File: src/design/bdeq_pkg.sv
`default_nettype none

package bdeq_pkg;

    localparam int DATA_W = 32;
    localparam int CNT_W  = 5;

    // operation codes carried in the kind field
    typedef enum logic [2:0] {
        KIND_PUSH_FRONT = 3'd0,
        KIND_PUSH_BACK  = 3'd1,
        KIND_POP_FRONT  = 3'd2,
        KIND_POP_BACK   = 3'd3,
        KIND_PEEK       = 3'd4
    } t_kind;

    // register word index (paddr[2])
    localparam logic REG_CAPACITY = 1'b0;

    localparam logic [CNT_W-1:0]         CAP_RESET   = 5'd16;
    localparam logic signed [DATA_W-1:0] EMPTY_VALUE = -32'sd1;

endpackage

`default_nettype wire

File: src/design/bounded_double_ended_queue_core.sv
`default_nettype none

// Bounded double-ended queue of signed 32-bit values.
// Input channel (i_in_valid / o_in_ready): one operation per transfer,
//   i_kind selects push front, push back, pop front, pop back or peek;
//   i_value is the word to push. Codes 5..7 are refused and change nothing.
// Output channel (o_out_valid / i_out_ready): one result per operation with
//   accept flag, count, empty/full flags and the front and rear words after
//   the operation (-1 on both when the queue is empty).
// Latency: the result is presented on the cycle after the input transfer.
// Throughput: one operation per cycle; index/count update, ring write and
//   both ring reads happen at the same edge, set by the single write port.
// Stall: the result register holds while i_out_ready is low; a new operation
//   is taken only in a cycle where the result register empties or is empty,
//   so o_in_ready follows i_out_ready when a result is pending.
// Reset (synchronous, active low): queue empty, head at 0, capacity 16,
//   no result pending. Ring contents are not cleared; an unwritten entry is
//   read only while the queue is empty, and both outputs then show -1.
// Config: APB register 0 (byte address 0) is capacity[4:0]; the limit in use
//   is min(capacity, DEPTH). Change it only while the queue is empty and idle.
module bounded_double_ended_queue_core #(
    parameter int DEPTH = 16
) (
    input  wire logic                               i_clk,
    input  wire logic                               i_rst_n,
    // input channel
    input  wire logic                               i_in_valid,
    output logic                                    o_in_ready,
    input  wire logic [2:0]                         i_kind,
    input  wire logic signed [bdeq_pkg::DATA_W-1:0] i_value,
    // output channel
    output logic                                    o_out_valid,
    input  wire logic                               i_out_ready,
    output logic                                    o_accepted,
    output logic      [bdeq_pkg::CNT_W-1:0]         o_count,
    output logic                                    o_is_empty,
    output logic                                    o_is_full,
    output logic signed [bdeq_pkg::DATA_W-1:0]      o_front_value,
    output logic signed [bdeq_pkg::DATA_W-1:0]      o_rear_value,
    // configuration port
    input  wire logic                               psel,
    input  wire logic                               penable,
    input  wire logic                               pwrite,
    input  wire logic [2:0]                         paddr,
    input  wire logic [31:0]                        pwdata,
    output logic      [31:0]                        prdata,
    output logic                                    pready
);
    import bdeq_pkg::*;

    localparam int AW = (DEPTH > 1) ? $clog2(DEPTH) : 1;
    localparam int LIM_MAX_I = (DEPTH > 31) ? 31 : DEPTH;
    localparam logic [CNT_W-1:0] LIM_MAX  = CNT_W'(LIM_MAX_I);
    localparam logic [AW:0]      DEPTH_S  = (AW+1)'(DEPTH);
    localparam logic [AW-1:0]    LAST_IDX = AW'(DEPTH - 1);

    // control state
    logic [AW-1:0]    r_head;
    logic [CNT_W-1:0] r_count;
    logic [CNT_W-1:0] r_capacity;
    logic             r_out_valid;

    // result payload
    logic             r_accepted;
    logic [CNT_W-1:0] r_res_count;
    logic             r_is_empty;
    logic             r_is_full;

    logic             in_xfer;
    logic [CNT_W-1:0] limit;
    logic             can_push;
    logic             can_pop;
    logic             ok;
    logic             wr_en;
    logic [AW-1:0]    wr_addr;
    logic [AW-1:0]    head_dec;
    logic [AW-1:0]    head_inc;
    logic [AW:0]      back_sum;
    logic [AW-1:0]    back_idx;
    logic [AW:0]      rear_sum;
    logic [AW-1:0]    rear_idx;
    logic [AW-1:0]    n_head;
    logic [CNT_W-1:0] n_count;
    logic [CNT_W-1:0] n_count_m1;
    logic             cfg_wr;
    logic [DATA_W-1:0] front_data;
    logic [DATA_W-1:0] rear_data;

    assign o_in_ready = !r_out_valid || i_out_ready;
    assign in_xfer    = i_in_valid && o_in_ready;

    assign limit    = (r_capacity > LIM_MAX) ? LIM_MAX : r_capacity;
    assign can_push = r_count < limit;
    assign can_pop  = r_count != '0;

    // ring neighbors of the head
    assign head_dec = (r_head == '0) ? LAST_IDX : r_head - AW'(1);
    assign head_inc = (r_head == LAST_IDX) ? '0 : r_head + AW'(1);

    // slot after the rear: head + count, count < DEPTH on a push
    assign back_sum = {1'b0, r_head} + (AW+1)'(r_count);
    assign back_idx = (back_sum >= DEPTH_S) ? AW'(back_sum - DEPTH_S) : AW'(back_sum);

    always_comb begin
        ok      = 1'b0;
        wr_en   = 1'b0;
        wr_addr = back_idx;
        n_head  = r_head;
        n_count = r_count;
        unique case (t_kind'(i_kind))
            KIND_PUSH_FRONT: begin
                if (can_push) begin
                    ok      = 1'b1;
                    wr_en   = 1'b1;
                    wr_addr = head_dec;
                    n_head  = head_dec;
                    n_count = r_count + CNT_W'(1);
                end
            end
            KIND_PUSH_BACK: begin
                if (can_push) begin
                    ok      = 1'b1;
                    wr_en   = 1'b1;
                    n_count = r_count + CNT_W'(1);
                end
            end
            KIND_POP_FRONT: begin
                if (can_pop) begin
                    ok      = 1'b1;
                    n_count = r_count - CNT_W'(1);
                    n_head  = (r_count == CNT_W'(1)) ? '0 : head_inc;
                end
            end
            KIND_POP_BACK: begin
                if (can_pop) begin
                    ok      = 1'b1;
                    n_count = r_count - CNT_W'(1);
                    if (r_count == CNT_W'(1)) begin
                        n_head = '0;
                    end
                end
            end
            KIND_PEEK: begin
                ok = 1'b1;
            end
            default: begin
                ok = 1'b0;
            end
        endcase
    end

    // rear after the operation: head + count - 1 (only used when not empty)
    assign n_count_m1 = n_count - CNT_W'(1);
    assign rear_sum   = {1'b0, n_head} + (AW+1)'(n_count_m1);
    assign rear_idx   = (rear_sum >= DEPTH_S) ? AW'(rear_sum - DEPTH_S) : AW'(rear_sum);

    bdeq_ring #(
        .DEPTH (DEPTH),
        .AW    (AW)
    ) u_ring (
        .i_clk           (i_clk),
        .i_wr_en         (in_xfer && wr_en),
        .i_wr_addr       (wr_addr),
        .i_wr_data       (i_value),
        .i_rd_en         (in_xfer),
        .i_rd_front_addr (n_head),
        .i_rd_rear_addr  (rear_idx),
        .o_rd_front_data (front_data),
        .o_rd_rear_data  (rear_data)
    );

    always_ff @(posedge i_clk) begin
        if (!i_rst_n) begin
            r_head      <= '0;
            r_count     <= '0;
            r_out_valid <= 1'b0;
        end else begin
            if (in_xfer) begin
                r_head  <= n_head;
                r_count <= n_count;
            end
            if (in_xfer) begin
                r_out_valid <= 1'b1;
            end else if (i_out_ready) begin
                r_out_valid <= 1'b0;
            end
        end
    end

    always_ff @(posedge i_clk) begin
        if (in_xfer) begin
            r_accepted  <= ok;
            r_res_count <= n_count;
            r_is_empty  <= (n_count == '0);
            r_is_full   <= (n_count >= limit);
        end
    end

    assign o_out_valid   = r_out_valid;
    assign o_accepted    = r_accepted;
    assign o_count       = r_res_count;
    assign o_is_empty    = r_is_empty;
    assign o_is_full     = r_is_full;
    assign o_front_value = r_is_empty ? EMPTY_VALUE : $signed(front_data);
    assign o_rear_value  = r_is_empty ? EMPTY_VALUE : $signed(rear_data);

    // configuration register
    assign pready = 1'b1;
    assign cfg_wr = psel && penable && pwrite && pready && (paddr[2] == REG_CAPACITY);

    always_ff @(posedge i_clk) begin
        if (!i_rst_n) begin
            r_capacity <= CAP_RESET;
        end else if (cfg_wr) begin
            r_capacity <= pwdata[CNT_W-1:0];
        end
    end

    assign prdata = (paddr[2] == REG_CAPACITY) ? {(32 - CNT_W)'(0), r_capacity} : 32'd0;

endmodule

`default_nettype wire

File: src/design/bdeq_ring.sv
`default_nettype none

// Ring storage: one write port, two registered read ports with write-first
// forwarding so a read sees the value written at the same edge.
module bdeq_ring #(
    parameter int DEPTH = 16,
    parameter int AW    = 4
) (
    input  wire logic                             i_clk,
    input  wire logic                             i_wr_en,
    input  wire logic [AW-1:0]                    i_wr_addr,
    input  wire logic [bdeq_pkg::DATA_W-1:0]      i_wr_data,
    input  wire logic                             i_rd_en,
    input  wire logic [AW-1:0]                    i_rd_front_addr,
    input  wire logic [AW-1:0]                    i_rd_rear_addr,
    output logic      [bdeq_pkg::DATA_W-1:0]      o_rd_front_data,
    output logic      [bdeq_pkg::DATA_W-1:0]      o_rd_rear_data
);
    import bdeq_pkg::*;

    logic [DATA_W-1:0] r_mem [DEPTH];
    logic [DATA_W-1:0] r_front_data;
    logic [DATA_W-1:0] r_rear_data;

    always_ff @(posedge i_clk) begin
        if (i_wr_en) begin
            r_mem[i_wr_addr] <= i_wr_data;
        end
    end

    always_ff @(posedge i_clk) begin
        if (i_rd_en) begin
            if (i_wr_en && (i_wr_addr == i_rd_front_addr)) begin
                r_front_data <= i_wr_data;
            end else begin
                r_front_data <= r_mem[i_rd_front_addr];
            end
            if (i_wr_en && (i_wr_addr == i_rd_rear_addr)) begin
                r_rear_data <= i_wr_data;
            end else begin
                r_rear_data <= r_mem[i_rd_rear_addr];
            end
        end
    end

    assign o_rd_front_data = r_front_data;
    assign o_rd_rear_data  = r_rear_data;

endmodule

`default_nettype wire
File: config.mk
export PLATFORM = sky130hd
export DESIGN_NAME = bounded_double_ended_queue_core
export DESIGN_NICKNAME = d
export VERILOG_FILES = /design/src/design/bdeq_pkg.sv /design/src/design/bounded_double_ended_queue_core.sv /design/src/design/bdeq_ring.sv
export SDC_FILE = /design/constraint.sdc
export NUM_CORES = 1
export LEC_CHECK = 0
export BUFFER_PORTS_ARGS = -buffer_cell sky130_fd_sc_hd__buf_2
export CAP_MARGIN = 20
export CORE_AREA = 5 5 245 485
export CTS_BUF_LIST = sky130_fd_sc_hd__clkbuf_8
export CTS_CLUSTER_DIAMETER = 40
export CTS_CLUSTER_SIZE = 20
export DETAILED_ROUTE_END_ITERATION = 8
export DIE_AREA = 0 0 250 490
export PLACE_DENSITY = 0.52
export SLEW_MARGIN = 20
export SYNTH_ARGS = -nofsm -noshare
export SYNTH_HDL_FRONTEND = slang
export SYNTH_SLANG_ARGS = --single-unit
File: constraint.sdc
create_clock -name i_clk -period 5.55 [get_ports i_clk]
set_clock_uncertainty 0.15 [all_clocks]
set_input_delay 1.11 -clock i_clk [delete_from_list [all_inputs] [get_ports i_clk]]
set_output_delay 1.11 -clock i_clk [all_outputs]
set_load 0.01 [all_outputs]
==> flow_summary.toml, run 1 <==
[synth]
async_reset_ff_share_pct = 0
synth_seq_cells = 599
seq_area_frac_synth_pct = 62.7
yosysTopAreaCellShare_pct = 61.7
synth_edf_count = 584
yosys.cell_types.count = 58
synth_largest_area_cell = "edfxtp_1"
synth-compound-area-share_pct = 4.70
yosys_warnings = 0
synth_most_common_cell = "edfxtp_1"
avgSynthCellArea_um2 = 16.4
synth.mux.area_fraction_pct = 23.4
synth_fa_ha_area_share_pct = 1.07
synth_top_family_by_area = "multiplexers"
netlist_top_cells_area = "edfxtp_1, mux4_2, mux2i_1"
yosys.area_share.simple_pct = 4.66
ys.flop_type = "edfxtp_1"
yosys.area_share.xor_xnor_pct = 0.453
ys_top_cells_by_count = "edfxtp_1, mux2i_1, mux4_2, o22ai_1, clkbuf_1"
synth_area_um2 = 28400
synth_cells = 1729

[timing]
setup_slack_ps = 271
timing.fmax_ghz = 0.189
drv_slew = 0
timing.final.crit_period_ps = 5280
finalHoldViolCount = 0
max_slew_margin_pct = 24.9
post-route-period-util_pct = 95.1
setup_viol = 0
tightest_slew_ps = 1130

[floorplanning]
io_pins = 184
placementRows = 176
die_y_um = 490
coreArea_um2 = 115000
initial_core_util_pct = 24.8
die_area_um2 = 123000
die_x_um = 250

[placement]
dp_cells = 3345
gp_congestion = 0.800
dp_hpwl_um = 55000
dp_worst_setup_slack_ps = 8.68
post_dp_cell_area_um2 = 31700
portBuffers = 126

[pwr]
ir_drop_mv = 0.176
p_leak_nw = 11.7
p_int_mw = 8.47
p_per_area_nw_per_um2 = 373
power_mw = 12.3
swShare_pct = 31.3
power_frac_seq_pct = 43.5
power_frac_comb_pct = 30.9
power.switching_mw = 3.85
p_clk_share_pct = 25.6

[clocking]
cts_hold_buf = 0
clk_latency_ps = 750
cts_tree = "done"
cts_htree_levels = 2
cts_buffers = 56
cts_buffer_depth = 3
clk_pin_slew_ps = 100
clock-root-buffer = "clkbuf_8"
cts.sinks = 599

[cells_and_area]
syn2layout_area_growth_pct = 16.4
final-instance-count-excl-fill = 3456
fin_area_um2 = 33100
nNetsFinal = 1991
fill_cells = 11400
final_core_util_pct = 28.8
drive_gt1_share_pct = 32.8

[detailed_routing]
drc = 0
antenna_left = 0
drt-initial-drc-count = 1296
drt_wl_total_um = 88900
viasPerCell = 4.90
routedWlPerCell_um = 25.7
vias = 16900
drt_first_pass_iters = 5

[critical_path]
r2r_slack_ps = 270
required_ps = 5890
crit_arrival_ps = 5620
cp-end-kind = "flip-flop"
cpPeakStageDelay_ps = 590
critPathKind = "reg2reg"
crit_chain = "inv_2, nand2_1, ha_1, a211oi_2, o221ai_2, buf_4, a22oi_1, nor2_1, a211oi_2, ha_1, inv_1, ha_4, inv_1, fa_2, xnor2_2, xnor2_2, xnor2_4, buf_12, buf_16, mux4_1, mux2_2"
crit_buf_inv = 6
cp_max_fo = 17
path_delay_family = "adder cells"
start_kind = "flip-flop"
crit_path_top_delay_cell = "mux4_1"

[global_route]
grt_pass1_wl_um = 129000
grt_max_degree = 135
grt_pass1_vias = 18400
antenna_found_initial = 12
track_usage_pct = 14.1
grt.overflow.total = 0

[outcome]
status = "completed"

[job]
cap_violations = 0

[hold_path]
min_path_type = "reg2reg"
==> worst min-delay path: stages, from the launching register on <==
cell and delay, ps:
dfxtp_1 310, nand2b_1 100, a21oi_1 70
==> layer usage <==
layer / up-vias / GRT usage, % / routed length, µm
met5: - / 0 / 41
met4: 6 / 5.45 / 3570
met3: 202 / 2.29 / 4390
met2: 582 / 26.5 / 48000
met1: 8865 / 15.8 / 33000
li1: 7288 / - / -
==> cell usage in the layout (no fill, tap or decap), types with 19 or more instances in the layout <==
cell type  count
mux2i_1      260
mux4_2       161
buf_12        29
inv_1         21
conb_1        28
a21oi_1       45
or2_2         64
o22ai_1      125
ha_1          19
buf_2        126
nor2_1        54
mux2_2        35
nor4_1        33
edfxtp_1     584
clkbuf_8      57
buf_4         73
nand2_1       21
==> logic make-up (layout without fill, tap and decap cells) <==
kind of cell,Yosys count,after routing
AO/OA/AOI/OAI,214,214
XOR/XNOR,13,13
adder cells (fa/ha/maj),23,23
buffers and inverters,175,357
flip-flops,599,599
multiplexers,458,458
other,2,34
AND/OR/NAND/NOR,245,245
==> per-stage QoR <==
stage	hold slack (ps)	setup TNS, ps
2_1_floorplan	329	0
3_3_place_gp	354	0
3_5_place_dp	370	0
4_1_cts	313	0
5_1_grt	364	-10.5
6_report	377	0
==> path summary, 6_finish.rpt <==
check | start | end | cells after the start
hold / removal | o_out_valid | o_out_valid | 2
setup reg to reg | r_capacity[4] | u_ring.o_rd_rear_data[31] | 21
hold reg to reg | o_out_valid | o_out_valid | 2
setup / recovery | r_capacity[4] | u_ring.o_rd_rear_data[31] | 21
==> registers in the layout, indices dropped and copies added (netlist names) <==
signal	flops
u_ring.r_mem	512
u_ring.o_rd_front_data	32
u_ring.o_rd_rear_data	32
o_count	5
r_capacity	5
r_count	5
r_head	4
o_accepted	1
o_is_empty	1
o_is_full	1
o_out_valid	1
==> what timing repair did <==
action,4_1_cts,5_1_grt
setup endpoints to repair,0,32
resized for setup,0,7
buffers inserted,0,1
==> cell type report <==
cell class	instances	area, µm²	area share (%)
Sequential cell	599	17800	53.9
Timing Repair Buffer	230	1800	5.44
Clock inverter	47	571	1.72
Multi-Input combinational cell	981	10100	30.5
Antenna cell	6	15.0	0.0454
Inverter	23	91.3	0.276
Clock buffer	57	785	2.37
Tap cell	1513	1890	5.72
==> power by group through the flow <==
stage	sequential (mW)	clock [mW]	combinational (mW)
2_1_floorplan	5.40	0	2.53
3_3_place_gp	5.48	0	3.81
3_5_place_dp	5.47	0	3.83
4_1_cts	5.37	3.29	3.84
5_1_grt	5.38	3.44	4.06
6_report	5.36	3.16	3.80
Power figures use the tool's default switching activity.
==> run 2: changes to the inputs <==
--- a/config.mk
+++ b/config.mk
@@ -7,13 +7,13 @@
 export LEC_CHECK = 0
 export BUFFER_PORTS_ARGS = -buffer_cell sky130_fd_sc_hd__buf_2
 export CAP_MARGIN = 20
-export CORE_AREA = 5 5 245 485
+export CORE_AREA = 5 5 164 324
 export CTS_BUF_LIST = sky130_fd_sc_hd__clkbuf_8
 export CTS_CLUSTER_DIAMETER = 40
 export CTS_CLUSTER_SIZE = 20
 export DETAILED_ROUTE_END_ITERATION = 8
-export DIE_AREA = 0 0 250 490
-export PLACE_DENSITY = 0.52
+export DIE_AREA = 0 0 169 329
+export PLACE_DENSITY = 0.89
 export SLEW_MARGIN = 20
 export SYNTH_ARGS = -nofsm -noshare
 export SYNTH_HDL_FRONTEND = slang
==> run 2 against run 1 <==
  * Critical endpoint is now u_ring.o_rd_rear_data[1]
  * Non-clock buffer count decreased by 29
  * Register-to-register slack got worse by 120 ps
  * Power fell by 5.6%
  * Wire length decreased by 17%
  * Critical path type unchanged
  * Clock power shrank 14%
  * Sequential share of layout area up 3.0 points
  * Setup slack got worse by 120 ps
  * Cell count shrank 26%
  * Via count grew 3.3%
  * Critical path depth stayed put
==> flow_summary.toml, run 2 (synthesis gave the netlist of run 1 again) <==
[global_route]
grt_pass1_vias = 18000
use_met3_pct = 5.18
antenna_found_initial = 5
grt.busiest_layer = "met2"
grt.overflow.total = 0
met2_usage_pct = 44.1
grt_pass1_wl_um = 109000
track_usage_pct = 26.1
grt_max_degree = 126
gr-usage-met1_pct = 34.0

[timing]
whs_ps = 394
drv_slew = 0
max_slew_margin_pct = 6.78
timing.final.crit_period_ps = 5400
finalHoldViolCount = 0
timing.fmax_ghz = 0.185
post-route-period-util_pct = 97.3
tightest_slew_ps = 1400
setup_viol = 0
setup_slack_ps = 148

[detailed_routing]
drt_first_pass_iters = 6
routedWlPerCell_um = 28.9
antenna_left = 0
viasPerCell = 6.87
vias = 17500
drt_wl_total_um = 73600
drt-initial-drc-count = 2583
drc = 0

[hold_path]
holdCritStartpoint = "r_capacity[1]"
min_path_type = "reg2reg"
hold_depth = 2
holdPathEnd = "r_capacity[1]"

[cells_and_area]
final_cell_mix = "edfxtp_1, mux2i_1, mux4_2, buf_2, o22ai_1"
mostFrequentLayoutCell = "edfxtp_1"
nNetsFinal = 1954
regArea_um2 = 17800
syn2layout_area_growth_pct = 10.3
multiInputGateArea_um2 = 10100
top_register = "u_ring.r_mem"
final-instance-count-excl-fill = 2548
drive_gt1_share_pct = 30.8
largest_reg_flops = 512
fin_area_um2 = 31400
fill_cells = 3434

[pwr]
p_per_area_nw_per_um2 = 371
p_leak_nw = 11.3
ir_drop_mv = 0.374

[clocking]
cts_buffer_depth = 3
clk_pin_slew_ps = 100
cts_buffers = 48
cts_tree = "done"
cts_htree_levels = 2
clk_latency_ps = 670
cts.sinks = 599
clock-root-buffer = "clkbuf_8"
cts_hold_buf = 0

[placement]
gp_congestion = 0.842
dp_cells = 2457
portBuffers = 126
dp_worst_setup_slack_ps = -2.55
dp_hpwl_um = 43300
post_dp_cell_area_um2 = 30200

[job]
cap_violations = 0

[floorplanning]
initial_core_util_pct = 56.3
coreArea_um2 = 50500
die_y_um = 329
die_area_um2 = 55600
placementRows = 117
io_pins = 184
die_x_um = 169

[critical_path]
crit_chain = "inv_1, nand2_1, ha_1, a211oi_1, o221ai_2, buf_4, a22oi_1, nor2_1, a211oi_2, ha_1, inv_1, ha_4, inv_1, fa_2, xnor2_1, xnor2_2, xnor2_4, buf_12, buf_6, mux4_2, mux2_2"
timing.rr.end = "u_ring.o_rd_rear_data[1]"
startpoint = "r_capacity[4]"
r2r-start = "r_capacity[4]"
cp-end-kind = "flip-flop"
required_ps = 5800
cpPeakStageDelay_ps = 540
crit_path_top_delay_cell = "mux4_2"
crit_buf_inv = 6
cp_max_fo = 9
crit_arrival_ps = 5660
r2r_slack_ps = 150
critPathKind = "reg2reg"
ff2ff_path_depth = 21
path_delay_family = "adder cells"
crit_top_cell = "inv_1"
start_kind = "flip-flop"

[outcome]
status = "completed"
## run 2: how the worst max path moves through the flow
stage / endpoint / slack [ps] / cells after the start
2_1_floorplan: u_ring.o_rd_rear_data[21] / 140 / 13
3_3_place_gp: u_ring.o_rd_rear_data[9] / 70 / 16
3_5_place_dp: u_ring.o_rd_rear_data[1] / -3 / 16
4_1_cts: u_ring.o_rd_rear_data[1] / 60 / 20
5_1_grt: u_ring.o_rd_rear_data[1] / -90 / 21
6_report: u_ring.o_rd_rear_data[1] / 150 / 21
## run 2: per-stage QoR
| step | TNS, ps | utilization [%] | total power, mW |
|---|---|---|---|
| CTS | 0 | 62.0 | 11.6 |
| floorplan | 0 | - | 7.93 |
| finish | 0 | 62.1 | 11.6 |
| global route | -1080 | 62.1 | 12.1 |
| detailed placement | -2.55 | 59.8 | 8.96 |
| global placement | 0 | 59.8 | 8.85 |
## run 2: report_power, final
part	switching, mW	internal (mW)	total, mW	leakage [nW]
clock network	1.62	1.10	2.72	0.564
registers	0.0877	5.26	5.35	5.43
logic	1.73	1.84	3.57	5.35
## run 2: metal layers
| layer | share of wire (%) | routed length, µm |
|---|---|---|
| met4 | 3.7 | 2730 |
| met1 | 33 | 24500 |
| met5 | 0 | 0 |
| met2 | 50 | 37100 |
| met3 | 12 | 9170 |
## run 2: repair_timing
action	CTS	global route
setup endpoints to repair	0	31
resized for setup	0	2
setup buffers	0	1
## run 2: area by class of cell
class	instances	area share (%)
tap	654	2.61
multi-input combinational	981	32.1
antenna	3	0.0239
timing repair buffer	201	4.54
inverter	23	0.279
sequential	599	56.9
clock buffer	48	2.11
clock inverter	39	1.45
## run 2: tightest hold or removal path, delay by kind of cell (launching register included)
kind | cells | cell delay (ps)
DFF | 1 | 370
muxes | 1 | 80
and+or+nand+nor | 1 | 70
